--- config.mk ---
export PLATFORM = sky130hd
export DESIGN_NAME = nec_ir_frame_transmitter_unit_flat
export DESIGN_NICKNAME = d
export VERILOG_FILES = /design/src/hw/rtl/necirtx_pkg.sv /design/src/hw/rtl/necirtx_if.sv /design/src/hw/rtl/necirtx_engine.sv /design/src/hw/rtl/nec_ir_frame_transmitter_unit.sv /design/src/flat_wrapper.sv
export VERILOG_INCLUDE_DIRS = /design/src /design/src/hw/rtl
export SDC_FILE = /design/constraint.sdc
export NUM_CORES = 1
export LEC_CHECK = 0
export ABC_AREA = 1
export BUFFER_PORTS_ARGS = -buffer_cell sky130_fd_sc_hd__buf_4
export CAP_MARGIN = 0
export CORE_AREA = 2 2 189 191
export CTS_CLUSTER_DIAMETER = 120
export CTS_CLUSTER_SIZE = 12
export DETAILED_ROUTE_END_ITERATION = 8
export DIE_AREA = 0 0 191 193
export GPL_TIMING_DRIVEN = 1
export PLACE_DENSITY = 0.53
export SETUP_SLACK_MARGIN = 0.05
export SLEW_MARGIN = 25
export SYNTH_ARGS = -nofsm -noshare
export SYNTH_HDL_FRONTEND = slang
export SYNTH_HIERARCHICAL = 1
export SYNTH_SLANG_ARGS = --single-unit
--- constraint.sdc ---
create_clock -name clk_i -period 7 [get_ports clk_i]
set_clock_uncertainty 0.1 [all_clocks]
set_input_delay 0.35 -clock clk_i [delete_from_list [all_inputs] [get_ports clk_i]]
set_output_delay 0.35 -clock clk_i [all_outputs]
set_load 0.02 [all_outputs]
--- src/hw/rtl/assert_macros.svh ---
// Assertion helpers shared by the RTL files.
// Both expect clk_i and rst_ni in the enclosing module.
`ifndef ASSERT_MACROS_SVH
`define ASSERT_MACROS_SVH

// Property that must hold at every clock edge outside reset
`define NECIRTX_ASSERT(lbl, prop, msg) \
  lbl: assert property (@(posedge clk_i) disable iff (!rst_ni) (prop)) \
    else $error(msg);

// Implication checked at every clock edge outside reset
`define NECIRTX_ASSERT_IMP(lbl, ante, cons, msg) \
  lbl: assert property (@(posedge clk_i) disable iff (!rst_ni) (ante) |-> (cons)) \
    else $error(msg);

`endif

--- src/hw/rtl/necirtx_pkg.sv ---
`timescale 1ns / 1ps
// ----------------------------------------------------------------------------
// necirtx_pkg
// Types, phase codes and register map of the infrared frame transmitter.
// ----------------------------------------------------------------------------
package necirtx_pkg;

  // Field widths
  localparam int unsigned ByteW   = 8;
  localparam int unsigned PhaseW  = 4;
  localparam int unsigned TickW   = 14;
  localparam int unsigned FrameW  = 32;
  localparam int unsigned LeftW   = 6;
  localparam int unsigned RegIdxW = 3;
  localparam int unsigned CfgDataW = 14;
  localparam int unsigned LzW     = 5;

  // Sequence phases
  localparam logic [PhaseW-1:0] PH_IDLE           = 4'd0;
  localparam logic [PhaseW-1:0] PH_LEAD_MARK      = 4'd1;
  localparam logic [PhaseW-1:0] PH_LEAD_SPACE     = 4'd2;
  localparam logic [PhaseW-1:0] PH_BIT_MARK       = 4'd3;
  localparam logic [PhaseW-1:0] PH_BIT_SPACE      = 4'd4;
  localparam logic [PhaseW-1:0] PH_STOP_MARK      = 4'd5;
  localparam logic [PhaseW-1:0] PH_STOP_SPACE     = 4'd6;
  localparam logic [PhaseW-1:0] PH_GAP            = 4'd7;
  localparam logic [PhaseW-1:0] PH_REP_MARK       = 4'd8;
  localparam logic [PhaseW-1:0] PH_REP_SPACE      = 4'd9;
  localparam logic [PhaseW-1:0] PH_REP_STOP_MARK  = 4'd10;
  localparam logic [PhaseW-1:0] PH_REP_STOP_SPACE = 4'd11;
  localparam logic [PhaseW-1:0] PH_END_PAUSE      = 4'd12;

  // Fixed length of the repeat mark
  localparam logic [TickW-1:0] RepMarkTicks = 14'd890;

  // Register indexes
  localparam logic [RegIdxW-1:0] REG_LEADER_MARK  = 3'd0;
  localparam logic [RegIdxW-1:0] REG_LEADER_SPACE = 3'd1;
  localparam logic [RegIdxW-1:0] REG_BIT_MARK     = 3'd2;
  localparam logic [RegIdxW-1:0] REG_ZERO_SPACE   = 3'd3;
  localparam logic [RegIdxW-1:0] REG_ONE_EXTRA    = 3'd4;
  localparam logic [RegIdxW-1:0] REG_REPEAT_GAP   = 3'd5;
  localparam logic [RegIdxW-1:0] REG_REPEAT_SPACE = 3'd6;
  localparam logic [RegIdxW-1:0] REG_END_PAUSE    = 3'd7;

  // Timing registers
  typedef struct packed {
    logic [9:0]  leader_mark_ticks;
    logic [9:0]  leader_space_ticks;
    logic [7:0]  bit_mark_ticks;
    logic [7:0]  zero_space_ticks;
    logic [7:0]  one_extra_ticks;
    logic [12:0] repeat_gap_ticks;
    logic [9:0]  repeat_space_ticks;
    logic [13:0] end_pause_ticks;
  } cfg_t;

  localparam cfg_t CfgReset = '{
    leader_mark_ticks:  10'd885,
    leader_space_ticks: 10'd445,
    bit_mark_ticks:     8'd52,
    zero_space_ticks:   8'd51,
    one_extra_ticks:    8'd103,
    repeat_gap_ticks:   13'd3900,
    repeat_space_ticks: 10'd210,
    end_pause_ticks:    14'd9500
  };

  // Result of one item
  typedef struct packed {
    logic carrier_on;
    logic busy_res;
    logic start_rejected;
    logic sequence_done;
  } result_t;

endpackage

--- src/hw/rtl/necirtx_if.sv ---
`timescale 1ns / 1ps
// ----------------------------------------------------------------------------
// necirtx_if
// Valid/ready channels of the transmitter: items in, results out, register
// writes.
// ----------------------------------------------------------------------------
interface necirtx_in_if;
  logic                           valid;
  logic                           ready;
  logic                           cmd;
  logic [necirtx_pkg::ByteW-1:0]  device_address;
  logic [necirtx_pkg::ByteW-1:0]  key_code;

  modport source (output valid, cmd, device_address, key_code, input ready);
  modport sink   (input valid, cmd, device_address, key_code, output ready);
endinterface

interface necirtx_out_if;
  logic valid;
  logic ready;
  logic carrier_on;
  logic busy_res;
  logic start_rejected;
  logic sequence_done;

  modport source (output valid, carrier_on, busy_res, start_rejected, sequence_done,
                  input ready);
  modport sink   (input valid, carrier_on, busy_res, start_rejected, sequence_done,
                  output ready);
endinterface

interface necirtx_cfg_if;
  logic                              valid;
  logic                              ready;
  logic [necirtx_pkg::RegIdxW-1:0]   index;
  logic [necirtx_pkg::CfgDataW-1:0]  data;

  modport source (output valid, index, data, input ready);
  modport sink   (input valid, index, data, output ready);
endinterface

--- src/hw/rtl/necirtx_engine.sv ---
`timescale 1ns / 1ps
// ----------------------------------------------------------------------------
// necirtx_engine
// Sequence state and next-segment search: one item updates the state and
// yields its result in the same cycle.
// ----------------------------------------------------------------------------
`include "assert_macros.svh"

module necirtx_engine (
  input  logic                          clk_i,
  input  logic                          rst_ni,
  input  logic                          step_i,
  input  logic                          cmd_i,
  input  logic [necirtx_pkg::ByteW-1:0] device_address_i,
  input  logic [necirtx_pkg::ByteW-1:0] key_code_i,
  input  necirtx_pkg::cfg_t             cfg_i,
  output necirtx_pkg::result_t          result_o
);

  localparam int unsigned TickW  = necirtx_pkg::TickW;
  localparam int unsigned FrameW = necirtx_pkg::FrameW;
  localparam int unsigned LeftW  = necirtx_pkg::LeftW;
  localparam int unsigned PhaseW = necirtx_pkg::PhaseW;
  localparam int unsigned LzW    = necirtx_pkg::LzW;

  // Carrier is on in every mark phase
  function automatic logic mark_level(logic [PhaseW-1:0] ph);
    mark_level = (ph == necirtx_pkg::PH_LEAD_MARK) || (ph == necirtx_pkg::PH_BIT_MARK) ||
                 (ph == necirtx_pkg::PH_STOP_MARK) || (ph == necirtx_pkg::PH_REP_MARK) ||
                 (ph == necirtx_pkg::PH_REP_STOP_MARK);
  endfunction

  // Zeros above the highest set bit
  function automatic logic [LzW-1:0] lead_zeros(logic [FrameW-1:0] v);
    logic [LzW-1:0] n;
    n = '0;
    for (int i = 0; i < FrameW; i++) begin
      if (v[i]) n = LzW'(FrameW - 1 - i);
    end
    lead_zeros = n;
  endfunction

  logic [PhaseW-1:0] phase_q, phase_d;
  logic [TickW-1:0]  tick_q, tick_d;
  logic [FrameW-1:0] bits_q, bits_d;
  logic [LeftW-1:0]  left_q, left_d;

  logic [TickW-1:0]  tick_dec;
  logic [PhaseW-1:0] srch_ph;
  logic [FrameW-1:0] srch_bits;
  logic [LeftW-1:0]  srch_left;

  logic              hunt;
  logic [8:0]        bit_len;
  logic [FrameW-1:0] sh_bits;
  logic [LeftW-1:0]  sh_left;
  logic [LzW-1:0]    lz;
  logic [PhaseW-1:0] seg_ph;
  logic [TickW-1:0]  seg_ticks;
  logic [FrameW-1:0] seg_bits;
  logic [LeftW-1:0]  seg_left;

  // Pick the phase that follows the current one, or the leader on a start
  always_comb begin
    tick_dec  = tick_q - TickW'(tick_q != '0);
    srch_bits = bits_q;
    srch_left = left_q;
    if (cmd_i) begin
      srch_ph   = necirtx_pkg::PH_LEAD_MARK;
      srch_bits = {device_address_i, ~device_address_i, key_code_i, ~key_code_i};
      srch_left = LeftW'(FrameW);
    end else if (phase_q == necirtx_pkg::PH_IDLE || phase_q >= necirtx_pkg::PH_END_PAUSE) begin
      srch_ph = necirtx_pkg::PH_IDLE;
    end else if (phase_q == necirtx_pkg::PH_LEAD_SPACE) begin
      srch_ph = necirtx_pkg::PH_BIT_MARK;
    end else if (phase_q == necirtx_pkg::PH_BIT_SPACE) begin
      srch_ph   = necirtx_pkg::PH_BIT_MARK;
      srch_bits = bits_q << 1;
      srch_left = (left_q != '0) ? left_q - LeftW'(1) : '0;
    end else begin
      srch_ph = phase_q + PhaseW'(1);
    end
  end

  // Find the first segment of non-zero length from srch_ph onwards
  always_comb begin
    hunt      = (srch_ph != necirtx_pkg::PH_IDLE);
    seg_ph    = necirtx_pkg::PH_IDLE;
    seg_ticks = '0;
    seg_bits  = srch_bits;
    seg_left  = srch_left;
    bit_len   = {1'b0, cfg_i.zero_space_ticks} +
                (srch_bits[FrameW-1] ? {1'b0, cfg_i.one_extra_ticks} : 9'd0);
    sh_bits   = srch_bits << 1;
    sh_left   = srch_left - LeftW'(srch_left != '0);
    lz        = lead_zeros(sh_bits);

    // leader
    if (hunt && srch_ph == necirtx_pkg::PH_LEAD_MARK && cfg_i.leader_mark_ticks != '0) begin
      seg_ph    = necirtx_pkg::PH_LEAD_MARK;
      seg_ticks = TickW'(cfg_i.leader_mark_ticks);
      hunt      = 1'b0;
    end
    if (hunt && srch_ph <= necirtx_pkg::PH_LEAD_SPACE && cfg_i.leader_space_ticks != '0) begin
      seg_ph    = necirtx_pkg::PH_LEAD_SPACE;
      seg_ticks = TickW'(cfg_i.leader_space_ticks);
      hunt      = 1'b0;
    end

    // data bits; a run of empty bits is skipped up to the next one bit
    if (hunt && srch_ph <= necirtx_pkg::PH_BIT_SPACE && srch_left != '0) begin
      if (srch_ph <= necirtx_pkg::PH_BIT_MARK && cfg_i.bit_mark_ticks != '0) begin
        seg_ph    = necirtx_pkg::PH_BIT_MARK;
        seg_ticks = TickW'(cfg_i.bit_mark_ticks);
        hunt      = 1'b0;
      end else if (bit_len != '0) begin
        seg_ph    = necirtx_pkg::PH_BIT_SPACE;
        seg_ticks = TickW'(bit_len);
        hunt      = 1'b0;
      end else if (sh_left != '0) begin
        if (cfg_i.bit_mark_ticks != '0) begin
          seg_ph    = necirtx_pkg::PH_BIT_MARK;
          seg_ticks = TickW'(cfg_i.bit_mark_ticks);
          seg_bits  = sh_bits;
          seg_left  = sh_left;
          hunt      = 1'b0;
        end else if (cfg_i.one_extra_ticks != '0 && sh_bits != '0) begin
          seg_ph    = necirtx_pkg::PH_BIT_SPACE;
          seg_ticks = TickW'(cfg_i.one_extra_ticks);
          seg_bits  = sh_bits << lz;
          seg_left  = sh_left - LeftW'(lz);
          hunt      = 1'b0;
        end
      end
    end

    // stop bit, gap and repeat mark
    if (hunt && srch_ph <= necirtx_pkg::PH_STOP_MARK && cfg_i.bit_mark_ticks != '0) begin
      seg_ph    = necirtx_pkg::PH_STOP_MARK;
      seg_ticks = TickW'(cfg_i.bit_mark_ticks);
      hunt      = 1'b0;
    end
    if (hunt && srch_ph <= necirtx_pkg::PH_STOP_SPACE && cfg_i.zero_space_ticks != '0) begin
      seg_ph    = necirtx_pkg::PH_STOP_SPACE;
      seg_ticks = TickW'(cfg_i.zero_space_ticks);
      hunt      = 1'b0;
    end
    if (hunt && srch_ph <= necirtx_pkg::PH_GAP && cfg_i.repeat_gap_ticks != '0) begin
      seg_ph    = necirtx_pkg::PH_GAP;
      seg_ticks = TickW'(cfg_i.repeat_gap_ticks);
      hunt      = 1'b0;
    end
    if (hunt && srch_ph <= necirtx_pkg::PH_REP_MARK) begin
      seg_ph    = necirtx_pkg::PH_REP_MARK;
      seg_ticks = necirtx_pkg::RepMarkTicks;
      hunt      = 1'b0;
    end

    // repeat tail and closing pause
    if (hunt && srch_ph <= necirtx_pkg::PH_REP_SPACE && cfg_i.repeat_space_ticks != '0) begin
      seg_ph    = necirtx_pkg::PH_REP_SPACE;
      seg_ticks = TickW'(cfg_i.repeat_space_ticks);
      hunt      = 1'b0;
    end
    if (hunt && srch_ph <= necirtx_pkg::PH_REP_STOP_MARK && cfg_i.bit_mark_ticks != '0) begin
      seg_ph    = necirtx_pkg::PH_REP_STOP_MARK;
      seg_ticks = TickW'(cfg_i.bit_mark_ticks);
      hunt      = 1'b0;
    end
    if (hunt && srch_ph <= necirtx_pkg::PH_REP_STOP_SPACE && cfg_i.zero_space_ticks != '0) begin
      seg_ph    = necirtx_pkg::PH_REP_STOP_SPACE;
      seg_ticks = TickW'(cfg_i.zero_space_ticks);
      hunt      = 1'b0;
    end
    if (hunt && srch_ph <= necirtx_pkg::PH_END_PAUSE && cfg_i.end_pause_ticks != '0) begin
      seg_ph    = necirtx_pkg::PH_END_PAUSE;
      seg_ticks = TickW'(cfg_i.end_pause_ticks);
    end
  end

  // Apply one item: start, reject, or count a tick
  always_comb begin
    phase_d  = phase_q;
    tick_d   = tick_q;
    bits_d   = bits_q;
    left_d   = left_q;
    result_o = '0;
    if (step_i) begin
      if (cmd_i) begin
        if (phase_q != necirtx_pkg::PH_IDLE) begin
          result_o.carrier_on     = mark_level(phase_q);
          result_o.busy_res       = 1'b1;
          result_o.start_rejected = 1'b1;
        end else begin
          phase_d = seg_ph;
          tick_d  = seg_ticks;
          bits_d  = seg_bits;
          left_d  = seg_left;
          result_o.carrier_on    = mark_level(seg_ph);
          result_o.busy_res      = (seg_ph != necirtx_pkg::PH_IDLE);
          result_o.sequence_done = (seg_ph == necirtx_pkg::PH_IDLE);
        end
      end else if (phase_q != necirtx_pkg::PH_IDLE) begin
        result_o.carrier_on = mark_level(phase_q);
        result_o.busy_res   = 1'b1;
        if (tick_dec == '0) begin
          phase_d = seg_ph;
          tick_d  = seg_ticks;
          bits_d  = seg_bits;
          left_d  = seg_left;
          result_o.sequence_done = (seg_ph == necirtx_pkg::PH_IDLE);
        end else begin
          tick_d = tick_dec;
        end
      end
    end
  end

  // Hold the sequence state
  always_ff @(posedge clk_i or negedge rst_ni) begin
    if (!rst_ni) begin
      phase_q <= necirtx_pkg::PH_IDLE;
      tick_q  <= '0;
      bits_q  <= '0;
      left_q  <= '0;
    end else begin
      phase_q <= phase_d;
      tick_q  <= tick_d;
      bits_q  <= bits_d;
      left_q  <= left_d;
    end
  end

  `NECIRTX_ASSERT(a_tick_live, (phase_q == necirtx_pkg::PH_IDLE) == (tick_q == '0), "tick count does not match phase")
  `NECIRTX_ASSERT(a_left_range, left_q <= LeftW'(FrameW), "bit count beyond frame length")
  `NECIRTX_ASSERT_IMP(a_bits_pending, (phase_q == necirtx_pkg::PH_BIT_MARK) || (phase_q == necirtx_pkg::PH_BIT_SPACE), left_q != '0, "data bit phase with no bits left")

endmodule

--- src/hw/rtl/nec_ir_frame_transmitter_unit.sv ---
`timescale 1ns / 1ps
// ----------------------------------------------------------------------------
// nec_ir_frame_transmitter_unit
// Pulse-distance infrared frame transmitter driven by 10 us tick items.
// ----------------------------------------------------------------------------
// Usage:
//  in_i   carries items: cmd 0 is one 10 us tick, cmd 1 starts a frame with
//         device_address and key_code. A start while a frame runs is flagged.
//  out_o  returns one result per item: carrier level, busy, start rejected and
//         sequence done.
//  cfg_i  writes the eight timing registers by index; always ready. Write only
//         while no frame runs.
//  Latency: the result of an item is on out_o in the cycle after its transfer.
//  Throughput: one item per cycle; the state update and the next-segment
//  search of an item sit between the state registers and the result register.
//  A stalled receiver holds the result register; a new item is taken in the
//  cycle the held result is taken, so a stall only pauses the input side.
//  Reset: no frame running, timing registers at their default values, no
//  result pending.
// ----------------------------------------------------------------------------
`include "assert_macros.svh"

module nec_ir_frame_transmitter_unit (
  input  logic           clk_i,
  input  logic           rst_ni,
  necirtx_cfg_if.sink    cfg_i,
  necirtx_in_if.sink     in_i,
  necirtx_out_if.source  out_o
);

  necirtx_pkg::cfg_t    cfg_q, cfg_d;
  necirtx_pkg::result_t res_q, step_res;
  logic                 out_valid_q;
  logic                 step;

  // Accept an item whenever the result register is free or being drained
  assign in_i.ready  = !out_valid_q || out_o.ready;
  assign step        = in_i.valid && in_i.ready;
  assign cfg_i.ready = 1'b1;

  // Decode register writes
  always_comb begin
    cfg_d = cfg_q;
    if (cfg_i.valid) begin
      unique case (cfg_i.index)
        necirtx_pkg::REG_LEADER_MARK:  cfg_d.leader_mark_ticks  = cfg_i.data[9:0];
        necirtx_pkg::REG_LEADER_SPACE: cfg_d.leader_space_ticks = cfg_i.data[9:0];
        necirtx_pkg::REG_BIT_MARK:     cfg_d.bit_mark_ticks     = cfg_i.data[7:0];
        necirtx_pkg::REG_ZERO_SPACE:   cfg_d.zero_space_ticks   = cfg_i.data[7:0];
        necirtx_pkg::REG_ONE_EXTRA:    cfg_d.one_extra_ticks    = cfg_i.data[7:0];
        necirtx_pkg::REG_REPEAT_GAP:   cfg_d.repeat_gap_ticks   = cfg_i.data[12:0];
        necirtx_pkg::REG_REPEAT_SPACE: cfg_d.repeat_space_ticks = cfg_i.data[9:0];
        necirtx_pkg::REG_END_PAUSE:    cfg_d.end_pause_ticks    = cfg_i.data[13:0];
        default: ;
      endcase
    end
  end

  always_ff @(posedge clk_i or negedge rst_ni) begin
    if (!rst_ni) begin
      cfg_q <= necirtx_pkg::CfgReset;
    end else begin
      cfg_q <= cfg_d;
    end
  end

  necirtx_engine u_engine (
    .clk_i            (clk_i),
    .rst_ni           (rst_ni),
    .step_i           (step),
    .cmd_i            (in_i.cmd),
    .device_address_i (in_i.device_address),
    .key_code_i       (in_i.key_code),
    .cfg_i            (cfg_q),
    .result_o         (step_res)
  );

  // Result register: load on an input transfer, drop on an output transfer
  always_ff @(posedge clk_i or negedge rst_ni) begin
    if (!rst_ni) begin
      out_valid_q <= 1'b0;
    end else if (step) begin
      out_valid_q <= 1'b1;
    end else if (out_o.ready) begin
      out_valid_q <= 1'b0;
    end
  end

  always_ff @(posedge clk_i or negedge rst_ni) begin
    if (!rst_ni) begin
      res_q <= '0;
    end else if (step) begin
      res_q <= step_res;
    end
  end

  assign out_o.valid          = out_valid_q;
  assign out_o.carrier_on     = res_q.carrier_on;
  assign out_o.busy_res       = res_q.busy_res;
  assign out_o.start_rejected = res_q.start_rejected;
  assign out_o.sequence_done  = res_q.sequence_done;

  `NECIRTX_ASSERT_IMP(a_rej_busy, out_valid_q && res_q.start_rejected, res_q.busy_res, "rejected start without busy")
  `NECIRTX_ASSERT_IMP(a_done_taken, out_valid_q && res_q.sequence_done, !res_q.start_rejected, "sequence done on a refused start")
  `NECIRTX_ASSERT_IMP(a_carrier_busy, out_valid_q && res_q.carrier_on, res_q.busy_res, "carrier on while not busy")

endmodule
--- src/flat_wrapper.sv ---
// flat-port wrapper written by rule: the top's interface ports become plain ports
module nec_ir_frame_transmitter_unit_flat 
  (clk_i, rst_ni, cfg_i_valid, cfg_i_index, cfg_i_data, cfg_i_ready, in_i_valid, in_i_cmd, in_i_device_address, in_i_key_code, in_i_ready, out_o_valid, out_o_carrier_on, out_o_busy_res, out_o_start_rejected, out_o_sequence_done, out_o_ready);
  necirtx_cfg_if cfg_i_i ();
  necirtx_in_if in_i_i ();
  necirtx_out_if out_o_i ();
  input  logic clk_i;
  input  logic rst_ni;
  input wire logic [$bits(cfg_i_i.valid)-1:0] cfg_i_valid;
  input wire logic [$bits(cfg_i_i.index)-1:0] cfg_i_index;
  input wire logic [$bits(cfg_i_i.data)-1:0] cfg_i_data;
  output wire logic [$bits(cfg_i_i.ready)-1:0] cfg_i_ready;
  input wire logic [$bits(in_i_i.valid)-1:0] in_i_valid;
  input wire logic [$bits(in_i_i.cmd)-1:0] in_i_cmd;
  input wire logic [$bits(in_i_i.device_address)-1:0] in_i_device_address;
  input wire logic [$bits(in_i_i.key_code)-1:0] in_i_key_code;
  output wire logic [$bits(in_i_i.ready)-1:0] in_i_ready;
  output wire logic [$bits(out_o_i.valid)-1:0] out_o_valid;
  output wire logic [$bits(out_o_i.carrier_on)-1:0] out_o_carrier_on;
  output wire logic [$bits(out_o_i.busy_res)-1:0] out_o_busy_res;
  output wire logic [$bits(out_o_i.start_rejected)-1:0] out_o_start_rejected;
  output wire logic [$bits(out_o_i.sequence_done)-1:0] out_o_sequence_done;
  input wire logic [$bits(out_o_i.ready)-1:0] out_o_ready;
  assign cfg_i_i.valid = cfg_i_valid;
  assign cfg_i_i.index = cfg_i_index;
  assign cfg_i_i.data = cfg_i_data;
  assign cfg_i_ready = cfg_i_i.ready;
  assign in_i_i.valid = in_i_valid;
  assign in_i_i.cmd = in_i_cmd;
  assign in_i_i.device_address = in_i_device_address;
  assign in_i_i.key_code = in_i_key_code;
  assign in_i_ready = in_i_i.ready;
  assign out_o_valid = out_o_i.valid;
  assign out_o_carrier_on = out_o_i.carrier_on;
  assign out_o_busy_res = out_o_i.busy_res;
  assign out_o_start_rejected = out_o_i.start_rejected;
  assign out_o_sequence_done = out_o_i.sequence_done;
  assign out_o_i.ready = out_o_ready;
  nec_ir_frame_transmitter_unit u_core (.clk_i(clk_i), .rst_ni(rst_ni), .cfg_i(cfg_i_i), .in_i(in_i_i), .out_o(out_o_i));
endmodule
==> flow_metrics.env <==
export IMPL_status="finished, final reports clean"
export IMPL_async_flop_share=1.00
export IMPL_crit_type="register to register"
export IMPL_hold_end="u_core/cfg_q[13]$_DFFE_PN1P_"
export IMPL_grt_max_degree=82
export IMPL_antenna_found_initial=0
export IMPL_die_height_um=193
export IMPL_hold_path_class="input port to register"
export IMPL_boundaryPins=46
export IMPL_synth_area_leader_cell="dfrtp_1"
export IMPL_initial_core_util=0.344
export IMPL_timing_final_crit_share=0.857
export IMPL_ys_seq_area_frac=0.300
export IMPL_clk_latency_ns=0.44
export IMPL_syn_inst=1842
export IMPL_rows=69
export IMPL_rrSetupSlack_ns=1.00
export IMPL_drv_slew=0
export IMPL_place_inst=2280
export IMPL_slowest_delay_ns=0.55
export IMPL_hold_start="cfg_i_data[13]"
export IMPL_worstPathRequired_ns=7.28
export IMPL_path_common_cell="nand2_1"
export IMPL_drive_above_1_share=0.125
export IMPL_cts_tree="done"
export IMPL_clock_root_buffer="clkbuf_16"
export IMPL_clock_path_buffers=2
export IMPL_cts_sinks=142
export IMPL_ys_types=66
export IMPL_coreArea_um2=35000
export IMPL_finalSetupTns_ns=0
export IMPL_cp_data_arrival_time_ns=6.27
export IMPL_first_global_vias=11900
export IMPL_worst_setup_path_end_kind="register"
export IMPL_avgSynthCellArea_um2=6.54
export IMPL_grt_pass1_wl_mm=70.1
export IMPL_grt_usage=0.246
export IMPL_yosys_warnings=6
export IMPL_worst_pin_slew_ns=1.08
export IMPL_fin_cells=2313
export IMPL_cellPowerDensity_nw_per_um2=347
export IMPL_worst_hold_path_num_cells=3
export IMPL_clk_pin_slew_ns=0.06
export IMPL_irDropWorstVdd_mv=0.202
export IMPL_synth_area_leaders="dfrtp_1, nand2_1, nand3_1, dfstp_2, inv_1"
export IMPL_wl_per_cell_um=19.5
export IMPL_setup_violations=0
export IMPL_die_x_um=191
export IMPL_synth_flop_cell="dfrtp_1"
export IMPL_place_gp_congestion=0.931
export IMPL_synth_edff_count=0
export IMPL_period_needed_ns=6.00
export IMPL_fin_nets=1905
export IMPL_cellLeakagePower_nw=6.20
export IMPL_syn_to_final_growth_pct=9.82
export IMPL_fillCellCount=3817
export IMPL_cp_slowest_cell="nor4_1"
export IMPL_routed_wl_mm=45.0
export IMPL_htreeDepth=4
export IMPL_synth_top_area_frac=0.204
export IMPL_cts_resized=0
export IMPL_setup_ws_ns=1.00
export IMPL_synth_area_um2=12000
export IMPL_maxCapViolCount=0
export IMPL_final_hold_violation_count=0
export IMPL_gr_total_overflow=0
export IMPL_dp_hpwl_mm=34.0
export IMPL_io_buffers=44
export IMPL_place_worst_setup_slack_ns=1.14
export IMPL_drtIter0Drc=1132
export IMPL_n_antenna_cell=0
export IMPL_vias=12800
export IMPL_viasPerCell=5.52
export IMPL_synth_nets=1908
export IMPL_drc=0
export IMPL_rr_worst_depth=27
export IMPL_cts_made_buffers=17
export IMPL_die_area_um2=36900
export IMPL_drtAntennaViolNets=0
export IMPL_reg2reg_from="u_core/u_engine/phase_q[0]$_DFFE_PN0P_"
export IMPL_ys_seq_elements=142
export IMPL_cp_start_kind="register"
export IMPL_rr_endpoint="u_core/out_o.sequence_done$_DFFE_PN0P_"
export IMPL_firstDrtPassIters=6
export IMPL_cp_max_fo=19
export IMPL_slew_headroom=0.278
export IMPL_max_freq_ghz=0.167
export IMPL_grt_setup_unrepaired="false"
-- cells by family after synthesis --
group,share of synthesized area
xor gates and xnor gates,0.0182
other,0.000311
adders and majority gates,0.0293
buffers and inverters,0.104
muxes,0.000831
AOI/OAI and AO/OA,0.166
DFF,0.300
and+or+nand+nor,0.381
-- layout make-up --
class                           count  area, um^2  share of cell area
Multi-Input combinational cell   1408        7190               0.544
Sequential cell                   142        3610               0.273
Inverter                          205         782              0.0591
Tap cell                          461         577              0.0436
Clock buffer                       22         495              0.0375
Timing Repair Buffer               65         494              0.0374
Clock inverter                     10        76.3             0.00577
-- cells in the mapped netlist, drive strengths merged, types with 3 or more instances --
master / count
nand3: 270
o22ai: 13
o2111ai: 9
clkbuf: 46
a22oi: 7
o211ai: 21
o21bai: 3
a211oi: 9
nor4: 23
xnor2: 7
o31ai: 5
dfstp: 44
buf: 41
a221oi: 20
clkinv: 5
nor3: 16
nand4: 26
inv: 200
nor2: 130
xor2: 18
dfrtp: 98
a21oi: 92
ha: 25
nand2: 555
o221ai: 10
a31oi: 6
o21ai: 115
or2: 10
-- worst max-delay path: cells and delay by family (launching register included) --
kind / cells / cell delay (ns)
AOI/OAI and AO/OA: 4 / 0.87
xor gates and xnor gates: 1 / 0.21
adders and majority gates: 3 / 0.76
buffers and inverters: 5 / 0.82
DFF: 1 / 0.45
and+or+nand+nor: 14 / 2.71
-- power by group --
group / switching (mW) / internal (mW)
combinational: 1.67 / 0.769
clock: 0.387 / 0.506
sequential: 0.201 / 1.06
total: 2.25 / 2.33
-- state kept, by name, summed over array words and instances (netlist names), 4 cells and up --
name	cells
u_core/cfg_q	81
u_core/u_engine/phase_q	4
u_core/u_engine/tick_q	14
u_core/u_engine/left_q	6
u_core/u_engine/bits_q	32
-- through the flow --
stage | instance area (um^2) | power, mW | hold WS (ns) | util
after global routing | 13200 | 4.94 | 0.0181 | 0.378
after global placement | 12600 | 3.65 | 0.351 | 0.361
after detailed placement | 12600 | 3.65 | 0.343 | 0.361
after floorplan | 12000 | 2.95 | -0.0456 | -
final | 13200 | 4.58 | 0.0226 | 0.378
after CTS | 13200 | 4.57 | 0.00821 | 0.378
-- per-layer routing --
metal	global-route usage	wire length, um	vias to the layer above	part of all wire
met3	0.0304	2290	75	0.051
met5	0	0	-	0
li1	-	-	6183	-
met4	0.0832	1310	0	0.029
met2	0.406	21100	445	0.47
met1	0.335	20300	6059	0.45
-- what timing repair did --
action	CTS	global route
setup buffers	0	0
hold endpoints to repair	68	0
hold buffers	1	0
-- layout by cell type, fill, tap and decap left out, drive strengths merged, types with 3 or more instances in the layout --
master	n
dfstp	44
a22oi	7
o211ai	21
a221oi	20
o2111ai	9
o21ai	115
nand4	26
clkinv	9
o22ai	13
nor4	23
nand2	555
ha	25
nand3	270
o21bai	3
a21oi	92
clkinvlp	3
xor2	18
dfrtp	98
a211oi	9
a31oi	6
nor2	130
inv	203
xnor2	7
clkbuf	22
buf	64
o31ai	5
o221ai	10
nor3	16
or2	10
-- worst max-delay path by stage --
stage	to	slack (ns)	startpoint
floorplan	u_core/out_o.sequence_done$_DFFE_PN0P_	2.25	u_core/u_engine/phase_q[0]$_DFFE_PN0P_
global placement	u_core/out_o.sequence_done$_DFFE_PN0P_	1.15	u_core/u_engine/phase_q[0]$_DFFE_PN0P_
detailed placement	u_core/out_o.sequence_done$_DFFE_PN0P_	1.14	u_core/u_engine/phase_q[0]$_DFFE_PN0P_
CTS	u_core/out_o.sequence_done$_DFFE_PN0P_	1.13	u_core/u_engine/phase_q[0]$_DFFE_PN0P_
global route	u_core/u_engine/left_q[4]$_DFFE_PN0P_	0.62	u_core/u_engine/phase_q[0]$_DFFE_PN0P_
finish	u_core/out_o.sequence_done$_DFFE_PN0P_	1.00	u_core/u_engine/phase_q[0]$_DFFE_PN0P_
Note: power is estimated with default switching activity, not from simulation.
